**src/rtl/bhl_pkg.sv**
```systemverilog
// shared constants, types and the crc32c function for the hash lookup core
`default_nettype none
package bhl_pkg;
    localparam int TABLE_SLOTS      = 4096;
    localparam int SLOTS_PER_BUCKET = 4;
    localparam int SLOT_W   = $clog2(TABLE_SLOTS);
    localparam int LANE_W   = $clog2(SLOTS_PER_BUCKET);
    localparam int BUCKETS  = TABLE_SLOTS / SLOTS_PER_BUCKET;
    localparam int BKT_W    = (BUCKETS > 1) ? $clog2(BUCKETS) : 1;
    localparam int BCNT_W   = $clog2(BUCKETS + 1);
    localparam int ROW_W    = SLOTS_PER_BUCKET * 128;
    localparam logic [31:0] CRC32C_POLY = 32'h82F6_3B78;
    localparam int QDEPTH   = 2;
    localparam int Q_W      = (QDEPTH > 1) ? $clog2(QDEPTH) : 1;
    localparam int QCNT_W   = $clog2(QDEPTH + 1);

    typedef struct packed {
        logic [63:0] key;
        logic [15:0] id;
        logic [63:0] fallback;
        logic [BKT_W-1:0] bucket;
    } t_req;

    typedef enum logic [2:0] {
        S_CLEAR, S_IDLE, S_READ, S_WAIT, S_EVAL, S_OUT
    } t_state;

    // one crc byte step, eight bit shifts
    function automatic logic [31:0] crc_byte(input logic [31:0] c, input logic [7:0] d);
        logic [31:0] r;
        r = c ^ {24'd0, d};
        for (int i = 0; i < 8; i++) r = r[0] ? ((r >> 1) ^ CRC32C_POLY) : (r >> 1);
        return r;
    endfunction
endpackage
`default_nettype wire

```
**src/rtl/bhl_front.sv**
```systemverilog
// front end: accepts requests, hashes the key in two halves, queues them
`default_nettype none
module bhl_front (
    input  wire logic           i_clk,
    input  wire logic           i_rst_n,
    input  wire logic           i_valid,
    output logic                o_ready,
    input  wire logic [143:0]   i_data,
    output logic                o_qvalid,
    input  wire logic           i_qpop,
    output bhl_pkg::t_req       o_qreq
);
    import bhl_pkg::*;
    logic        r_s1_v;
    logic [31:0] r_s1_crc;
    logic [63:0] r_s1_key, r_s1_fb;
    logic [15:0] r_s1_id;
    t_req        r_q [QDEPTH];
    logic [Q_W-1:0]    r_wp, r_rp;
    logic [QCNT_W-1:0] r_cnt;
    logic [31:0] crc_lo, crc_hi;
    logic [SLOT_W-1:0] slot;
    logic        push;

    always_comb begin
        crc_lo = 32'd0;
        for (int b = 0; b < 4; b++) crc_lo = crc_byte(crc_lo, i_data[8*b +: 8]);
        crc_hi = r_s1_crc;
        for (int b = 4; b < 8; b++) crc_hi = crc_byte(crc_hi, r_s1_key[8*b +: 8]);
        slot = crc_hi[SLOT_W-1:0];
    end

    // stage 1 may only hand on when the queue has room
    assign push    = r_s1_v && (r_cnt < QCNT_W'(QDEPTH));
    assign o_ready = !r_s1_v || push;

    always_ff @(posedge i_clk) begin
        if (!i_rst_n) begin
            r_s1_v <= 1'b0; r_wp <= '0; r_rp <= '0; r_cnt <= '0;
        end else begin
            if (o_ready) r_s1_v <= i_valid;
            if (push) r_wp <= r_wp + 1'b1;
            if (i_qpop) r_rp <= r_rp + 1'b1;
            r_cnt <= r_cnt + QCNT_W'(push) - QCNT_W'(i_qpop);
        end
        if (o_ready && i_valid) begin
            r_s1_key <= i_data[63:0];
            r_s1_id  <= i_data[79:64];
            r_s1_fb  <= i_data[143:80];
            r_s1_crc <= crc_lo;
        end
        if (push) r_q[r_wp] <= '{key: r_s1_key, id: r_s1_id, fallback: r_s1_fb,
                                 bucket: BKT_W'(slot >> LANE_W)};
    end

    assign o_qvalid = (r_cnt != '0);
    assign o_qreq   = r_q[r_rp];
endmodule
`default_nettype wire

```
**config.mk**
```make
export PLATFORM = sky130hd
export DESIGN_NAME = bhl_front
export DESIGN_NICKNAME = d
export VERILOG_FILES = /design/src/rtl/bhl_pkg.sv /design/src/rtl/bhl_front.sv
export SDC_FILE = /design/constraint.sdc
export NUM_CORES = 1
export LEC_CHECK = 0
export BUFFER_PORTS_ARGS = -buffer_cell sky130_fd_sc_hd__buf_2
export CAP_MARGIN = 10
export CELL_PAD_IN_SITES_DETAIL_PLACEMENT = 1
export CELL_PAD_IN_SITES_GLOBAL_PLACEMENT = 1
export CORE_MARGIN = 5
export CORE_UTILIZATION = 45
export CTS_BUF_LIST = sky130_fd_sc_hd__clkbuf_4
export DETAILED_ROUTE_END_ITERATION = 10
export GPL_ROUTABILITY_DRIVEN = 0
export PLACE_DENSITY = 0.8
export SETUP_SLACK_MARGIN = 0.5
export SKIP_CTS_REPAIR_TIMING = 1
export SLEW_MARGIN = 30
export SYNTH_ARGS = -nofsm -noshare
export SYNTH_HDL_FRONTEND = slang
export SYNTH_SLANG_ARGS = --single-unit
```
**constraint.sdc**
```tcl
create_clock -name i_clk -period 9.4 [get_ports i_clk]
set_clock_uncertainty 0.05 [all_clocks]
set_input_delay 0.94 -clock i_clk [delete_from_list [all_inputs] [get_ports i_clk]]
set_output_delay 0.94 -clock i_clk [all_outputs]
set_load 0.02 [all_outputs]
```
==> results.txt <==
The run finished with clean final reports. The mean area per synthesized cell is 19.3 um2. Synthesis instantiated 27 different standard cells from the library. The synthesized design contains 490 register bits.

The routed wire length came out at 55,800 um. The number of vias per cell after detailed routing came out at 4.89. Setup violations remaining at the end of the flow were counted as 0. Counting I/O delays and the setup requirement, the final critical path takes 5.52 ns.

The number of violations reported at the end of detailed-routing iteration 0 came out at 632. The clock network latency to the later pin of the worst-skew pair is 0.89 ns. The x dimension of the die came out at 238 um. By area the synthesized netlist is led by sky130_fd_sc_hd__edfxtp_1 62%, sky130_fd_sc_hd__xnor2_1 11%, sky130_fd_sc_hd__xnor3_1 10%. The proportion of synthesized chip area in sequential cells is 0.626.

The required time of the worst setup path is 9.91 ns. The post-detailed-placement half-perimeter wirelength is 40,000 um. The global route total overflow is 0. The initial antenna violation count came out at 7. The highest fanout seen on the critical path came out at 6.

The CTS clock-pin slew for the worst setup and hold paths came out at 0.06 ns. The yosys synthesis warning count is 0. CTS built an H-tree with a depth of 4. The remaining design rule violation count is 0. The remaining antenna violation count is 0.

The total number of vias is 11,800. The number of nets in the final layout came out at 1,785. For this design the top-level I/O count stands at 304. The count of mapped cells out of synthesis is 1,215. Counting flops with a built-in enable in the synthesized netlist gives 484.

Measured against its own limit, the worst slew margin works out to 0.342. The global-route wire length before repair came out at 83,000 um. The library cell occupying the most area in the post-synthesis netlist is sky130_fd_sc_hd__edfxtp_1. The root buffer cell chosen for the clock tree is sky130_fd_sc_hd__clkbuf_4. The maximum number of buffers from clock root to sink came out at 3. The overall fraction of global-route tracks in use is 0.196.

The detailed-router iteration count before antenna repair is 6. By startpoint and endpoint, the worst setup path is classified as reg -> reg. For this run, the leading register cell type out of synthesis is sky130_fd_sc_hd__edfxtp_1. The library cells used most frequently in the layout, excluding fill and tap cells, are 484 x sky130_fd_sc_hd__edfxtp_1, 303 x sky130_fd_sc_hd__buf_2, 288 x sky130_fd_sc_hd__xnor2_1. Buffers placed on the I/O ports in this run total 303. The growth of design area from synthesis to finish is 17.4%. Dividing the final minimum period by the clock period gives 0.588. Of the post-synthesis cell area, the dominant cell type holds 0.621. The starting density of the core is 0.455. The tightest min-delay check is of the in -> reg type. The number of buffers inserted during clock tree synthesis is 131.

The synthesized cell area is 23,400 um2. The number of hold-slack violations in the final timing report came to 0. Setup slack on the critical path of the routed design comes to 3.88 ns.

The tool flagged a number of max-cap violations equal to 0. The hold path depth came out at 1. The placement row count came out at 83.

The tightest hold margin is 0.153 ns. The pin count of the biggest net entering global routing came out at 76. The region available for standard cell placement spans 51,400 um2. The area of placed instances is 25,700 um2.

The number of nets produced by synthesis came out at 1,365. The total negative slack for setup checks is 0 ns. The filler cell count in the final layout came out at 4,902.

The post-route standard cell area excluding fillers came out at 27,500 um2. The data arrival time of the worst path is 6.04 ns. The number of sinks on the clock net came out at 490. Setup repair after global routing left no endpoint under its margin. The kind of start point of the critical path is a flop. The worst-case reg-to-reg path depth is 9. The die covers 56,700 um2. The total count of max-transition violations in the final report came out at 0. Timing would allow up to 181 MHz.

The slew at the pin closest to its max-slew limit is 0.987 ns. Prior to clock tree synthesis, the placed netlist has a worst setup slack of 3.37 ns. The library cell used most frequently in the layout, excluding fill and tap cells, is sky130_fd_sc_hd__edfxtp_1.

Of the cells placed in the final design, the portion with a size suffix greater than 1 is 0.417. Counting flops with an async set or reset pin after synthesis yields a share of 0. The via count of the first global-routing pass is 13,400. The TritonCTS clock tree is yes. The endpoint type of the worst setup path is a flop. Dividing the detail-routed wire length by the instance count gives 23.1 um.

The vertical die dimension is 238 um.
==> critical path, cell delays in order, from the launching register on <==
cell and delay, ns:
sky130_fd_sc_hd__edfxtp_1 0.46, sky130_fd_sc_hd__xnor2_1 0.80, sky130_fd_sc_hd__xnor2_1 0.37, sky130_fd_sc_hd__xor2_1 0.66, sky130_fd_sc_hd__xnor3_2 0.60, sky130_fd_sc_hd__xnor3_1 0.45, sky130_fd_sc_hd__xor3_1 0.50, sky130_fd_sc_hd__xnor3_1 0.52
sky130_fd_sc_hd__xnor3_1 0.41, sky130_fd_sc_hd__xnor3_1 0.41
==> layout make-up <==
type | instances | area (um2) | area share
sequential | 490 | 14700 | 0.534
antenna | 7 | 17.5 | 0.000638
clock inverter | 38 | 277 | 0.0101
clock buffer | 190 | 1430 | 0.0519
inverter | 3 | 11.3 | 0.000410
multi-input combinational | 696 | 8610 | 0.314
timing repair buffer | 313 | 1620 | 0.0589
tap | 680 | 851 | 0.0310
==> through the flow <==
stage               instances   util
finish                   2417  0.534
global route             2415  0.534
CTS                      2409  0.533
detailed placement       2181  0.500
global placement         2181  0.500
floorplan                1215      -
==> Yosys cell counts (all sizes together) (2+ instances only) <==
master / instances
edfxtp: 484
xor3: 16
xor2: 79
clkbuf: 17
mux2: 154
dfxtp: 6
xnor3: 115
xnor2: 316
ha: 2
buf: 9
nor2: 2
and2: 6
inv: 3
==> layer usage <==
metal / wire length, um / part of all wire / up-vias / global-route usage
met5: 13 / 0.00023 / - / 0
met4: 1500 / 0.027 / 2 / 0.0783
met3: 2890 / 0.052 / 88 / 0.0491
met2: 29100 / 0.52 / 343 / 0.340
met1: 22300 / 0.40 / 5973 / 0.237
li1: - / - / 5412 / -
==> sequential cells by signal, summed over array words and instances, names as in the netlist, named ones only <==
name	flops
r_q	308
r_s1_fb	64
r_s1_key	64
r_s1_crc	32
r_s1_id	16
r_cnt	2
r_rp	1
r_s1_v	1
r_wp	1
==> worst paths after layout <==
check                           slack (ns)         end    startpoint
worst max-delay path                  3.88   r_q[0][1]  r_s1_key[38]
worst min-delay path                  0.15  r_s1_fb[6]    i_data[86]
worst max register to register        3.88   r_q[0][1]  r_s1_key[38]
worst min register to register        0.39  r_q[0][97]   r_s1_key[7]
==> logic make-up after synthesis <==
kind of cell | share of synthesized area
xor gates and xnor gates | 0.288
muxes | 0.0741
adders and majority gates | 0.00107
AOI/OAI and AO/OA | 0.000535
and+or+nand+nor | 0.00289
buffers and inverters | 0.00668
DFF | 0.626
Power is left out: the tool's default activity adds up to more than one toggle a clock period on the data nets, which glitch-free logic cannot reach.
